[src/sv/ffpa_pkg.sv]
// Shared types and constants for the first-fit pool allocator.
// Used by the block table memory, the controller and the top level.
// Depends on nothing.
package ffpa_pkg;

    // Table geometry and pool layout.
    localparam int MAX_BLOCKS   = 256;
    localparam int IDX_W        = $clog2(MAX_BLOCKS);
    localparam int CNT_W        = IDX_W + 1;
    localparam int HEADER_BYTES = 24;
    localparam int ALIGN_BYTES  = 8;
    localparam int SIZE_W       = 16;
    localparam int POOL_W       = 17;
    localparam int POOL_MIN     = 32;
    localparam int POOL_MAX     = 65536;

    // Command codes.
    localparam logic [1:0] FUNC_ALLOC  = 2'd0;
    localparam logic [1:0] FUNC_FREE   = 2'd1;
    localparam logic [1:0] FUNC_RESIZE = 2'd2;

    // Status codes.
    localparam logic [1:0] STAT_OK      = 2'd0;
    localparam logic [1:0] STAT_NO_FIT  = 2'd1;
    localparam logic [1:0] STAT_NULL    = 2'd2;
    localparam logic [1:0] STAT_UNKNOWN = 2'd3;

    // Command transaction.
    typedef struct packed {
        logic [1:0]  func;
        logic [15:0] request_size;
        logic [15:0] address;
    } cmd_t;

    // Result transaction.
    typedef struct packed {
        logic [15:0] result_address;
        logic [1:0]  status;
    } rsp_t;

    // One block table entry.
    typedef struct packed {
        logic              free;
        logic [SIZE_W-1:0] size;
    } entry_t;

    // Access to the block table memory.
    typedef struct packed {
        logic             we;
        logic [IDX_W-1:0] waddr;
        entry_t           wdata;
        logic [IDX_W-1:0] raddr;
    } mem_req_t;

    // Controller states.
    typedef enum logic [3:0] {
        ST_INIT,
        ST_IDLE,
        ST_DISPATCH,
        ST_A_RD,
        ST_A_CHK,
        ST_SU_RD,
        ST_SU_WR,
        ST_SPLIT_HI,
        ST_SPLIT_LO,
        ST_F_RD,
        ST_F_CHK,
        ST_F_NCHK,
        ST_MERGE,
        ST_SD_RD,
        ST_SD_WR
    } state_t;

endpackage

[src/sv/ffpa_mem.sv]
// Block table memory: one write port and one registered read port.
// Depends on ffpa_pkg.
module ffpa_mem (
    input  logic              clk,
    input  ffpa_pkg::mem_req_t mreq,
    output ffpa_pkg::entry_t  rd_data
);
    import ffpa_pkg::*;

    entry_t mem [MAX_BLOCKS];
    entry_t rd_data_reg;

    // Write and registered read.
    always_ff @(posedge clk)
    begin
        if (mreq.we)
        begin
            mem[mreq.waddr] <= mreq.wdata;
        end
        rd_data_reg <= mem[mreq.raddr];
    end

    assign rd_data = rd_data_reg;

endmodule

[config.mk]
export PLATFORM = sky130hd
export DESIGN_NAME = ffpa_mem
export DESIGN_NICKNAME = d
export VERILOG_FILES = /design/src/sv/ffpa_pkg.sv /design/src/sv/ffpa_mem.sv
export SDC_FILE = /design/constraint.sdc
export NUM_CORES = 2
export LEC_CHECK = 0
export BUFFER_PORTS_ARGS = -buffer_cell sky130_fd_sc_hd__buf_2
export CELL_PAD_IN_SITES_DETAIL_PLACEMENT = 0
export CELL_PAD_IN_SITES_GLOBAL_PLACEMENT = 1
export CORE_UTILIZATION = 50
export DETAILED_ROUTE_END_ITERATION = 10
export GPL_ROUTABILITY_DRIVEN = 0
export MAX_ROUTING_LAYER = met4
export PLACE_DENSITY = 0.72
export SLEW_MARGIN = 0
export SYNTH_ARGS = -nofsm -noshare
export SYNTH_HDL_FRONTEND = slang
export SYNTH_MEMORY_MAX_BITS = 65536
export SYNTH_SLANG_ARGS = --single-unit
[constraint.sdc]
create_clock -name clk -period 3.17 [get_ports clk]
set_clock_uncertainty 0.05 [all_clocks]
set_input_delay 0.317 -clock clk [delete_from_list [all_inputs] [get_ports clk]]
set_output_delay 0.317 -clock clk [all_outputs]
set_load 0.1 [all_outputs]
==> results.cfg <==
[outcome]
status = finished, final reports clean

[global_routing]
overflow = 0
grt_max_degree = 119
grt_first_pass_wirelength_mm = 656
antenna_found_initial = 31
first_global_vias = 85800
grt_usage = 0.282

[timing]
max_freq_ghz = 0.322
period_needed_ps = 3110
rsz0062_at_grt = no
hold_viol = 0
setup_viol = 0
drv_slew = 0
min_period_over_period = 0.981
relSlewSlack = 0.125
worst_pin_slew_ps = 1300
whs_ps = 67.7

[floorplan]
die_area_um2 = 342000
num_io_pins = 52
rows = 213
core-area_um2 = 337000
chipHeight_um = 585
die_width_um = 585
start_util = 0.503

[synth]
yosys.area.top_type = edfxtp_1
synth_edf_count = 4352
yosys.cell_types.count = 74
syn-cell-area_um2 = 170000
yosysSeqAreaShare = 0.772
yosysWarningCount = 0
syn_area_per_cell_um2 = 21.8
ys_seq_elements = 4369
synth_most_common_cell = edfxtp_1
netlist_top_cells_area = edfxtp_1 77%, mux4_2 12%, mux2i_1 3.0%
async_reset_ff_frac = 0
synth_nets = 7832
synth_cells = 7797
synth-main-ff-cell = edfxtp_1
synth_common_cells = 4,352 x edfxtp_1, 897 x mux4_2, 509 x mux2i_1
synth_top_area_frac = 0.770

[clocking]
cts.sinks = 4369
clkTransAtPathRegs_ps = 60
htreeDepth = 5
cts_tree = done
cts-buffers-inserted = 430
cts-root-buf = clkbuf_16
clockBufferDepth = 4
clk-insertion-delay-late_ps = 990

[setup_path]
worst-r2r-cell-count = 7
worstPathMaxFanout = 3
end_kind = flip-flop
cp_top_family = compound AO/OA/AOI/OAI gates
start_kind = flip-flop
cp.arrival_ps = 3960
timing.rr.start = mem[67][8]
critical_path_buf_inv_count = 0
cp_cell_sequence = mux2i_1, o221ai_1, o22ai_1, o21ai_1, o2111ai_1, nor4_2, and3_1
critPathMaxStageDelay_ps = 920
crit_type = flip-flop to flip-flop
ff2ff_setup_slack_ps = 60
cp_slowest_cell = nor4_2
worstSetupStartpoint = mem[67][8]
crit_required_ps = 4020
cp_num_cells = 7
endpoint = rd_data[8]
reg2reg_to = rd_data[8]

[pwr]
power.total_mw = 122
p_per_area_nw_per_um2 = 619
power.leakage_nw = 63.9
seqPwrFrac = 0.524
switchingPower_mw = 26.5
power_frac_comb = 0.058
internal_power_mw = 95.3
irDropWorstVdd_v = 0.000500
clockPowerShare = 0.417
p_sw_frac = 0.217

[cells_and_area]
fin_util = 0.584
instances_no_fill = 13800
drive_above_1_share = 0.311
syn_to_final_growth_pct = 16.0
nNetsFinal = 8945
largest_reg_flops = 4352
nFillCells = 24100

[drt]
via_count = 87300
dr.first_iter.drc_count = 11700
drc = 0
vias_per_cell = 6.32
wl_per_cell_um = 33.9
finalWirelength_mm = 468
ant_nets = 0
firstDrtPassIters = 7

[min_path]
hold_path_depth = 3
hp-class = input pin to flip-flop
hold_start = mreq[33]

[placed_design]
dp_hpwl_mm = 292
place_inst = 13000
numPortBuffers = 51

[flow_run]
maxCapViolations = 0
[worst reg2reg max path: stages, from the launching register on]
cell       delay, ps
edfxtp_1         330
mux2i_1           80
o221ai_1         320
o22ai_1          150
o21ai_1          490
o2111ai_1        330
nor4_2           920
and3_1           380
[cell type report]
| type | count | area, um^2 | area share |
|---|---|---|---|
| inverter | 5 | 32.5 | 0.000165 |
| tap | 4515 | 5650 | 0.0287 |
| clock buffer | 531 | 11400 | 0.0578 |
| antenna | 26 | 65.1 | 0.000331 |
| timing repair buffer | 1147 | 10400 | 0.0529 |
| clock inverter | 268 | 2630 | 0.0134 |
| multi-input combinational | 2957 | 35600 | 0.181 |
| sequential | 4369 | 131000 | 0.666 |
[power by group through the flow]
| stage | registers [mW] | clock network, mW | logic [mW] |
|---|---|---|---|
| 5_1_grt | 63.8 | 53.5 | 7.36 |
| 3_5_place_dp | 65.1 | 0 | 7.04 |
| 6_report | 63.8 | 50.8 | 7.12 |
| 4_1_cts | 63.8 | 51.3 | 7.08 |
| 2_1_floorplan | 65.3 | 0 | 3.24 |
| 3_3_place_gp | 65.0 | 0 | 6.93 |
[layer usage]
| layer | part of all wire | up-vias | track usage |
|---|---|---|---|
| met5 | 0 | - | - |
| met4 | 0.033 | 0 | 0.0849 |
| met3 | 0.11 | 712 | 0.0602 |
| met2 | 0.47 | 4868 | 0.421 |
| met1 | 0.39 | 46500 | 0.394 |
| li1 | - | 35300 | - |
[logic make-up (layout without fill, tap and decap cells)]
group | count (synthesis) | in the layout | share of synthesized area
other | 0 | 26 | 0
flip-flops | 4369 | 4369 | 0.772
multiplexers | 1472 | 1472 | 0.158
AO/OA/AOI/OAI | 649 | 649 | 0.0271
AND/OR/NAND/NOR | 836 | 836 | 0.0219
buffers and inverters | 471 | 1951 | 0.0214
[cells in the final DEF, fill, tap and decap left out, drive strengths merged, types with 21 or more instances in the layout]
cell / instances
edfxtp: 4352
buf: 1125
mux4: 943
clkbuf: 532
mux2i: 509
nor2: 333
nand2: 216
clkinv: 187
o22ai: 186
o221ai: 136
nor3: 109
a21oi: 108
nand3: 65
o21ai: 46
bufinv: 43
a22oi: 33
diode: 26
clkinvlp: 22
nand4: 21
inv: 21
[per-stage QoR]
stage | TNS (ps) | setup WS [ps] | instance area, um^2
final | 0 | 60.1 | 197000
after global routing | 0 | 40.4 | 197000
after CTS | 0 | 108 | 197000
after detailed placement | -8370 | -898 | 183000
after global placement | -9770 | -1440 | 182000
after floorplan | 0 | 595 | 170000
[worst min path at each step]
stage                  endpoint  slack (ps)
finish               mem[58][6]          70
global route        mem[58][13]          60
CTS                 mem[58][13]           2
detailed placement   mem[99][6]         610
global placement     mem[99][6]         590
floorplan             mem[0][0]         370
[what timing repair did]
item                                    4_1_cts  5_1_grt
endpoints found under the hold margin      1240        0
pin swaps                                     0        1
resized for setup                             1        3
setup buffers                                 0        0
endpoints found under the setup margin        1        1
hold buffers                                 20        0
(Power assumes the default switching activity.)
