## src/sv/ffpa_pkg.sv

```systemverilog
// Shared types and constants for the first-fit pool allocator.
// Used by the block table memory, the controller and the top level.
// Depends on nothing.
package ffpa_pkg;

    // Table geometry and pool layout.
    localparam int MAX_BLOCKS   = 256;
    localparam int IDX_W        = $clog2(MAX_BLOCKS);
    localparam int CNT_W        = IDX_W + 1;
    localparam int HEADER_BYTES = 24;
    localparam int ALIGN_BYTES  = 8;
    localparam int SIZE_W       = 16;
    localparam int POOL_W       = 17;
    localparam int POOL_MIN     = 32;
    localparam int POOL_MAX     = 65536;

    // Command codes.
    localparam logic [1:0] FUNC_ALLOC  = 2'd0;
    localparam logic [1:0] FUNC_FREE   = 2'd1;
    localparam logic [1:0] FUNC_RESIZE = 2'd2;

    // Status codes.
    localparam logic [1:0] STAT_OK      = 2'd0;
    localparam logic [1:0] STAT_NO_FIT  = 2'd1;
    localparam logic [1:0] STAT_NULL    = 2'd2;
    localparam logic [1:0] STAT_UNKNOWN = 2'd3;

    // Command transaction.
    typedef struct packed {
        logic [1:0]  func;
        logic [15:0] request_size;
        logic [15:0] address;
    } cmd_t;

    // Result transaction.
    typedef struct packed {
        logic [15:0] result_address;
        logic [1:0]  status;
    } rsp_t;

    // One block table entry.
    typedef struct packed {
        logic              free;
        logic [SIZE_W-1:0] size;
    } entry_t;

    // Access to the block table memory.
    typedef struct packed {
        logic             we;
        logic [IDX_W-1:0] waddr;
        entry_t           wdata;
        logic [IDX_W-1:0] raddr;
    } mem_req_t;

    // Controller states.
    typedef enum logic [3:0] {
        ST_INIT,
        ST_IDLE,
        ST_DISPATCH,
        ST_A_RD,
        ST_A_CHK,
        ST_SU_RD,
        ST_SU_WR,
        ST_SPLIT_HI,
        ST_SPLIT_LO,
        ST_F_RD,
        ST_F_CHK,
        ST_F_NCHK,
        ST_MERGE,
        ST_SD_RD,
        ST_SD_WR
    } state_t;

endpackage

```

## src/sv/ffpa_ctrl.sv

```systemverilog
// Controller: walks the block table, splits, merges and shifts entries.
// Depends on ffpa_pkg; drives the block table memory ffpa_mem.
module ffpa_ctrl (
    input  logic               clk,
    input  logic               rst_n,
    input  logic               start,
    input  ffpa_pkg::cmd_t     cmd,
    input  logic               pool_size_we,
    input  logic [16:0]        pool_size,
    input  ffpa_pkg::entry_t   rd_data,
    output ffpa_pkg::mem_req_t mreq,
    output logic               busy,
    output logic               done,
    output ffpa_pkg::rsp_t     rsp
);
    import ffpa_pkg::*;

    localparam logic [POOL_W-1:0] HDR_P   = POOL_W'(HEADER_BYTES);
    localparam logic [POOL_W-1:0] AMASK   = ~POOL_W'(ALIGN_BYTES - 1);
    localparam logic [SIZE_W-1:0] HDR_S   = SIZE_W'(HEADER_BYTES);
    localparam logic [SIZE_W-1:0] HDR2_S  = SIZE_W'(2 * HEADER_BYTES);
    localparam logic [POOL_W:0]   SPLIT_M = (POOL_W + 1)'(HEADER_BYTES + ALIGN_BYTES);

    state_t            state_reg, state_next;
    cmd_t              cmd_reg, cmd_next;
    logic [POOL_W-1:0] pool_reg, pool_next;
    logic [POOL_W-1:0] need_reg, need_next;
    logic [POOL_W-1:0] start_reg, start_next;
    logic [CNT_W-1:0]  count_reg, count_next;
    logic [CNT_W-1:0]  idx_reg, idx_next;
    logic [CNT_W-1:0]  src_reg, src_next;
    logic [1:0]        dist_reg, dist_next;
    logic              resize_reg, resize_next;
    entry_t            prev_reg, prev_next;
    entry_t            cur_reg, cur_next;
    entry_t            nxt_reg, nxt_next;
    logic              has_next_reg, has_next_next;
    logic              done_reg, done_next;
    rsp_t              rsp_reg, rsp_next;

    logic [POOL_W-1:0] payload;
    logic              fits;
    logic              splits;
    logic              prev_free;
    logic              next_free;

    // Control state.
    always_ff @(posedge clk or negedge rst_n)
    begin
        if (!rst_n)
        begin
            state_reg <= ST_INIT;
            pool_reg  <= POOL_W'(POOL_MAX);
            count_reg <= CNT_W'(1);
            done_reg  <= 1'b0;
        end
        else
        begin
            state_reg <= state_next;
            pool_reg  <= pool_next;
            count_reg <= count_next;
            done_reg  <= done_next;
        end
    end

    // Working registers.
    always_ff @(posedge clk)
    begin
        cmd_reg      <= cmd_next;
        need_reg     <= need_next;
        start_reg    <= start_next;
        idx_reg      <= idx_next;
        src_reg      <= src_next;
        dist_reg     <= dist_next;
        resize_reg   <= resize_next;
        prev_reg     <= prev_next;
        cur_reg      <= cur_next;
        nxt_reg      <= nxt_next;
        has_next_reg <= has_next_next;
        rsp_reg      <= rsp_next;
    end

    // Walk helpers.
    assign payload   = start_reg + HDR_P;
    assign fits      = rd_data.free && ({1'b0, rd_data.size} >= need_reg);
    assign splits    = ({2'b0, rd_data.size} >= ({1'b0, need_reg} + SPLIT_M))
                       && (count_reg < CNT_W'(MAX_BLOCKS));
    assign prev_free = (idx_reg != '0) && prev_reg.free;
    assign next_free = has_next_reg && nxt_reg.free;

    // Next state and outputs.
    always_comb
    begin
        state_next    = state_reg;
        cmd_next      = cmd_reg;
        pool_next     = pool_reg;
        need_next     = need_reg;
        start_next    = start_reg;
        count_next    = count_reg;
        idx_next      = idx_reg;
        src_next      = src_reg;
        dist_next     = dist_reg;
        resize_next   = resize_reg;
        prev_next     = prev_reg;
        cur_next      = cur_reg;
        nxt_next      = nxt_reg;
        has_next_next = has_next_reg;
        done_next     = 1'b0;
        rsp_next      = rsp_reg;
        mreq          = '0;

        unique case (state_reg)
            ST_INIT:
            begin
                // Pool becomes one free block.
                mreq.we         = 1'b1;
                mreq.waddr      = '0;
                mreq.wdata.free = 1'b1;
                mreq.wdata.size = (pool_reg > HDR_P) ? SIZE_W'(pool_reg - HDR_P) : '0;
                count_next      = CNT_W'(1);
                state_next      = ST_IDLE;
            end
            ST_IDLE:
            begin
                if (start)
                begin
                    cmd_next   = cmd;
                    state_next = ST_DISPATCH;
                end
            end
            ST_DISPATCH:
            begin
                need_next   = ({1'b0, cmd_reg.request_size} + POOL_W'(ALIGN_BYTES - 1))
                              & AMASK;
                idx_next    = '0;
                start_next  = '0;
                resize_next = (cmd_reg.func == FUNC_RESIZE);
                unique case (cmd_reg.func)
                    FUNC_ALLOC:
                    begin
                        state_next = ST_A_RD;
                    end
                    FUNC_FREE, FUNC_RESIZE:
                    begin
                        if (cmd_reg.address == '0)
                        begin
                            if (cmd_reg.func == FUNC_RESIZE)
                            begin
                                state_next = ST_A_RD;
                            end
                            else
                            begin
                                rsp_next   = '{result_address: '0, status: STAT_NULL};
                                done_next  = 1'b1;
                                state_next = ST_IDLE;
                            end
                        end
                        else
                        begin
                            state_next = ST_F_RD;
                        end
                    end
                    default:
                    begin
                        rsp_next   = '{result_address: '0, status: STAT_OK};
                        done_next  = 1'b1;
                        state_next = ST_IDLE;
                    end
                endcase
            end
            ST_A_RD:
            begin
                if (idx_reg == count_reg)
                begin
                    rsp_next   = '{result_address: '0, status: STAT_NO_FIT};
                    done_next  = 1'b1;
                    state_next = ST_IDLE;
                end
                else
                begin
                    mreq.raddr = idx_reg[IDX_W-1:0];
                    state_next = ST_A_CHK;
                end
            end
            ST_A_CHK:
            begin
                if (fits)
                begin
                    rsp_next = '{result_address: payload[15:0], status: STAT_OK};
                    if (splits)
                    begin
                        cur_next = rd_data;
                        src_next = count_reg - CNT_W'(1);
                        if (count_reg - CNT_W'(1) > idx_reg)
                        begin
                            state_next = ST_SU_RD;
                        end
                        else
                        begin
                            state_next = ST_SPLIT_HI;
                        end
                    end
                    else
                    begin
                        mreq.we         = 1'b1;
                        mreq.waddr      = idx_reg[IDX_W-1:0];
                        mreq.wdata.free = 1'b0;
                        mreq.wdata.size = rd_data.size;
                        done_next       = 1'b1;
                        state_next      = ST_IDLE;
                    end
                end
                else
                begin
                    start_next = payload + {1'b0, rd_data.size};
                    idx_next   = idx_reg + CNT_W'(1);
                    state_next = ST_A_RD;
                end
            end
            ST_SU_RD:
            begin
                // Open a slot above the split block, top entry first.
                mreq.raddr = src_reg[IDX_W-1:0];
                state_next = ST_SU_WR;
            end
            ST_SU_WR:
            begin
                mreq.we    = 1'b1;
                mreq.waddr = IDX_W'(src_reg + CNT_W'(1));
                mreq.wdata = rd_data;
                if (src_reg == idx_reg + CNT_W'(1))
                begin
                    state_next = ST_SPLIT_HI;
                end
                else
                begin
                    src_next   = src_reg - CNT_W'(1);
                    state_next = ST_SU_RD;
                end
            end
            ST_SPLIT_HI:
            begin
                mreq.we         = 1'b1;
                mreq.waddr      = IDX_W'(idx_reg + CNT_W'(1));
                mreq.wdata.free = 1'b1;
                mreq.wdata.size = cur_reg.size - need_reg[SIZE_W-1:0] - HDR_S;
                state_next      = ST_SPLIT_LO;
            end
            ST_SPLIT_LO:
            begin
                mreq.we         = 1'b1;
                mreq.waddr      = idx_reg[IDX_W-1:0];
                mreq.wdata.free = 1'b0;
                mreq.wdata.size = need_reg[SIZE_W-1:0];
                count_next      = count_reg + CNT_W'(1);
                done_next       = 1'b1;
                state_next      = ST_IDLE;
            end
            ST_F_RD:
            begin
                if (idx_reg == count_reg)
                begin
                    rsp_next   = '{result_address: '0, status: STAT_UNKNOWN};
                    done_next  = 1'b1;
                    state_next = ST_IDLE;
                end
                else
                begin
                    mreq.raddr = idx_reg[IDX_W-1:0];
                    state_next = ST_F_CHK;
                end
            end
            ST_F_CHK:
            begin
                if (payload == {1'b0, cmd_reg.address})
                begin
                    cur_next      = rd_data;
                    has_next_next = 1'b0;
                    if (idx_reg + CNT_W'(1) < count_reg)
                    begin
                        mreq.raddr = IDX_W'(idx_reg + CNT_W'(1));
                        state_next = ST_F_NCHK;
                    end
                    else
                    begin
                        state_next = ST_MERGE;
                    end
                end
                else
                begin
                    prev_next  = rd_data;
                    start_next = payload + {1'b0, rd_data.size};
                    idx_next   = idx_reg + CNT_W'(1);
                    state_next = ST_F_RD;
                end
            end
            ST_F_NCHK:
            begin
                nxt_next      = rd_data;
                has_next_next = 1'b1;
                state_next    = ST_MERGE;
            end
            ST_MERGE:
            begin
                // Free neighbors never touch each other, so at most three merge.
                mreq.we         = 1'b1;
                mreq.wdata.free = 1'b1;
                if (prev_free && next_free)
                begin
                    mreq.waddr      = IDX_W'(idx_reg - CNT_W'(1));
                    mreq.wdata.size = prev_reg.size + cur_reg.size + nxt_reg.size + HDR2_S;
                    dist_next       = 2'd2;
                    src_next        = idx_reg + CNT_W'(2);
                    state_next      = ST_SD_RD;
                end
                else if (prev_free)
                begin
                    mreq.waddr      = IDX_W'(idx_reg - CNT_W'(1));
                    mreq.wdata.size = prev_reg.size + cur_reg.size + HDR_S;
                    dist_next       = 2'd1;
                    src_next        = idx_reg + CNT_W'(1);
                    state_next      = ST_SD_RD;
                end
                else if (next_free)
                begin
                    mreq.waddr      = idx_reg[IDX_W-1:0];
                    mreq.wdata.size = cur_reg.size + nxt_reg.size + HDR_S;
                    dist_next       = 2'd1;
                    src_next        = idx_reg + CNT_W'(2);
                    state_next      = ST_SD_RD;
                end
                else
                begin
                    mreq.waddr      = idx_reg[IDX_W-1:0];
                    mreq.wdata.size = cur_reg.size;
                    if (resize_reg)
                    begin
                        idx_next   = '0;
                        start_next = '0;
                        state_next = ST_A_RD;
                    end
                    else
                    begin
                        rsp_next   = '{result_address: '0, status: STAT_OK};
                        done_next  = 1'b1;
                        state_next = ST_IDLE;
                    end
                end
            end
            ST_SD_RD:
            begin
                // Close the gap left by merged entries, bottom entry first.
                if (src_reg >= count_reg)
                begin
                    count_next = count_reg - CNT_W'(dist_reg);
                    if (resize_reg)
                    begin
                        idx_next   = '0;
                        start_next = '0;
                        state_next = ST_A_RD;
                    end
                    else
                    begin
                        rsp_next   = '{result_address: '0, status: STAT_OK};
                        done_next  = 1'b1;
                        state_next = ST_IDLE;
                    end
                end
                else
                begin
                    mreq.raddr = src_reg[IDX_W-1:0];
                    state_next = ST_SD_WR;
                end
            end
            ST_SD_WR:
            begin
                mreq.we    = 1'b1;
                mreq.waddr = IDX_W'(src_reg - CNT_W'(dist_reg));
                mreq.wdata = rd_data;
                src_next   = src_reg + CNT_W'(1);
                state_next = ST_SD_RD;
            end
            default:
            begin
                state_next = ST_INIT;
            end
        endcase

        // A pool size write clamps the value and rebuilds the table.
        if (pool_size_we)
        begin
            if (pool_size < POOL_W'(POOL_MIN))
            begin
                pool_next = POOL_W'(POOL_MIN);
            end
            else if (pool_size > POOL_W'(POOL_MAX))
            begin
                pool_next = POOL_W'(POOL_MAX);
            end
            else
            begin
                pool_next = pool_size;
            end
            state_next = ST_INIT;
        end
    end

    assign busy = (state_reg != ST_IDLE);
    assign done = done_reg;
    assign rsp  = rsp_reg;

endmodule

```

## config.mk

```make
export PLATFORM = sky130hd
export DESIGN_NAME = ffpa_ctrl
export DESIGN_NICKNAME = d
export VERILOG_FILES = /design/src/sv/ffpa_pkg.sv /design/src/sv/ffpa_ctrl.sv
export SDC_FILE = /design/constraint.sdc
export NUM_CORES = 1
export LEC_CHECK = 0
export BUFFER_PORTS_ARGS = -buffer_cell sky130_fd_sc_hd__buf_2
export CORE_MARGIN = 3
export CORE_UTILIZATION = 50
export DETAILED_ROUTE_END_ITERATION = 8
export PLACE_DENSITY_LB_ADDON = 0.25
export RECOVER_POWER = 100
export SETUP_SLACK_MARGIN = 0.02
export SLEW_MARGIN = 20
export SYNTH_ARGS = -nofsm -noshare
export SYNTH_HDL_FRONTEND = slang
export SYNTH_SLANG_ARGS = --single-unit
```

## constraint.sdc

```tcl
create_clock -name clk -period 5.4 [get_ports clk]
set_input_delay 0.27 -clock clk [delete_from_list [all_inputs] [get_ports clk]]
set_output_delay 0.27 -clock clk [all_outputs]
set_load 0.02 [all_outputs]
```

==> impl_results.md <==
- Critical path depth in cells: 18
- FILL cells: 2924
- Ys async rst share: 16.7%
- Period utilization: 96.6%
- Multi-input gate area: 10200 um^2
- CP required: 5130 ps
- Final Skew: 17.1 ps
- Starting DRT DRC Count: 1670
- Skew-Pair Late Insertion Delay: 450 ps
- CTS tree: yes
- Crit-path leading delay family: compound AO/OA/AOI/OAI gates
- Share of the synthesized area in the top cell type: 28.5%
- Synth Instances: 1838
- GR Layer Usage met2: 44.6%
- Total track usage: 29.1%
- Die width: 187 um
- Reg-to-Reg End: start_reg[10]
- Yosys top cell by area: edfxtp_1
- Top Usage Layer GRT: met2
- Peak supply drop: 0.000170 V
- Part of the Yosys area used for sequential elements: 33.3%
- Top cells by area, synth: edfxtp_1 (28%), ha_1 (14%), xnor2_1 (6.2%)
- Pre-CTS setup slack: 290 ps
- Setup WS post-layout: 182 ps
- TritonCTS sink count: 186
- Critical Path End: mreq[22]
- Worst Max-Slew Pin Slew: 1920 ps
- Die Ht: 187 um
- Seq. cell area: 5430 um^2
- Core Area: 31900 um^2
- Worst slew margin: -27.8%
- Max cap viols: 3
- Critical path launch point: cur_reg[1]
- Vias per cell: 6.16
- M1 GR Usage: 42.8%
- CTS Buf Count: 17
- Total grt overflow: 0
- Design Power: 0.00396 W
- # DRC: 0
- Delay of the slowest critical-path stage: 500 ps
- Vias in the first global route: 14200
- Die area: 34900 um^2
- Root buf cell: clkbuf_16
- Clk buf depth: 2
- H-tree depth: 4
- Fmax: 192 MHz
- Outcome: complete, but fails checks
- Reg2reg start: idx_reg[1]
- Setup Crit Path Kind: flop to primary output
- Final wirelength: 51900 um
- Worst Hold Depth: 1
- Synth Warn #: 0
- R2r worst-path depth: 9
- Min cycle time layout: 5220 ps
- Netlist cell types: 75
- Dpl hpwl: 39600 um
- First-pass GRT wire length: 80500 um
- Crit Path Max Fanout: 7
- Post-route ant nets: 0
- Syn_nets: 2104
- Initial core utilization: 51.2%
- Clock Pin Slew Worst Setup and Hold Paths: 80 ps
- Final #Nets: 2248
- GR Util met3: 3.51%
- Failing checks: max-capacitance violations, max-slew violations
- Max FFs per register: 34
- Crit start category: flop
- CP max-delay cell: or4_1
- Critical-path cell list: buf_4, ha_1, a21o_1, nand4_1, a31oi_2, o21a_1, o311ai_1, buf_4, ha_1, ha_1, and2_1, a22o_1, a31oi_1, a21oi_1, xnor2_1, o21ai_0, or4_1, buf_4
- Commonest non-fill, non-tap cells in the layout: ha_1 (182), nand2_1 (163), inv_1 (161), edfxtp_1 (155), nor2_1 (133)
- Drt first pass iters: 6
- Area grow syn2layout: 13.3%
- Routed vias: 15000
- HP Class: primary input to flop
- Diode count: 0
- Leading cell type in the layout, fill and taps excluded: ha_1
- Share of layout cells above drive strength 1: 9.67%
- Ports: 126
- PortBufs: 125
- Number of synthesized register bits: 186
- Drt wl/cell: 21.4 um
- Number of synthesized flops with an enable pin: 155
- R2r setup slk: 590 ps
- P_leak: 7.70 nW
- Largest net degree at the start of global routing: 38
- CP Buf/Inv Count: 3
- Syn avg cell area: 8.89 um^2
- Initial antenna violation count: 1
- PD cells: 214 nW/um^2
- # rows: 65
- Final GP Congestion: 0.960
- Ys flop type: edfxtp_1
- Critical path arrival: 4950 ps
- Final Hold Fails: 0
- Max-slew violations: 95
- CP endpoint kind: primary output
- Synth Cell Area: 16300 um^2
- Final setup violation count: 0
-- cell usage after synthesis (9+ instances only) --
master,n
o211ai_1,14
xor2_1,57
a21oi_1,94
nand3_1,61
o21ai_0,115
nor2b_1,24
dfrtp_1,29
a31oi_1,18
o31ai_1,9
o221ai_1,9
and3_1,22
nand4_1,23
nor4_1,22
edfxtp_1,155
ha_1,188
a21o_1,33
o2111ai_1,11
clkbuf_1,57
or3_1,17
inv_1,162
and2_1,11
a31o_2,10
nor3_1,54
nand2b_1,27
a22oi_1,14
a211oi_1,17
nor2_1,133
nand2_1,164
xnor2_1,115
o21a_1,16
a222oi_1,11
-- routing by layer --
layer / part of all wire (%) / vias up
li1: - / 7018
met3: 8.8 / 86
met5: 0.025 / -
met1: 45 / 7138
met2: 44 / 723
met4: 2.5 / 2
-- what timing repair did --
action                     in CTS  in global routing
setup endpoints to repair       1                  3
hold endpoints to repair       61                  0
pin swaps                       2                  7
setup buffers                   4                  1
hold buffers                   33                  0
resized for setup               2                 23
-- worst register-to-register path: cells and delay by family (launching register included) --
family | cells | cell delay, ps
buffers and inverters | 3 | 1450
and+or+nand+nor | 2 | 1140
DFF | 1 | 620
AOI/OAI and AO/OA | 3 | 1070
adders and majority gates | 1 | 220
-- final cells by class --
type | count | share of cell area, %
Multi-Input combinational cell | 1427 | 55.3
Inverter | 163 | 3.31
Clock inverter | 15 | 0.879
Sequential cell | 186 | 29.3
Clock buffer | 17 | 2.30
Timing Repair Buffer | 187 | 5.91
Tap cell | 435 | 2.94
-- report_power, final --
| part | internal (W) | total (W) | switching (W) | leakage [nW] |
|---|---|---|---|---|
| Clock | 0.000655 | 0.00128 | 0.000625 | 0.284 |
| Combinational | 0.000372 | 0.000968 | 0.000596 | 5.58 |
| Sequential | 0.00164 | 0.00172 | 0.0000813 | 1.83 |
-- through the flow --
stage	TNS [ps]	instances	hold slack, ps	utilization (%)	instance area [um^2]
6_report	0	2430	12.9	58.1	18500
4_1_cts	0	2429	1.48	57.8	18400
3_3_place_gp	0	2360	383	54.8	17500
5_1_grt	-27.2	2430	1.91	58.1	18500
3_5_place_dp	0	2360	386	54.8	17500
2_1_floorplan	0	1838	-25.6	-	16300
-- worst min-delay path by stage --
stage / start / endpoint
floorplan: rst_n / count_reg[1]
global placement: rst_n / done
detailed placement: rst_n / done
CTS: cmd[33] / cmd_reg[33]
global route: cmd[33] / cmd_reg[33]
finish: cmd[33] / cmd_reg[33]
-- kinds of logic after synthesis --
| kind of cell | after synthesis | share of synthesized area, % |
|---|---|---|
| and+or+nand+nor | 594 | 17.7 |
| AOI/OAI and AO/OA | 454 | 18.7 |
| buffers and inverters | 225 | 5.17 |
| adders and majority gates | 194 | 15.1 |
| DFF | 186 | 33.3 |
| xor gates and xnor gates | 172 | 9.22 |
| muxes | 13 | 0.835 |
(Power assumes the default switching activity.)
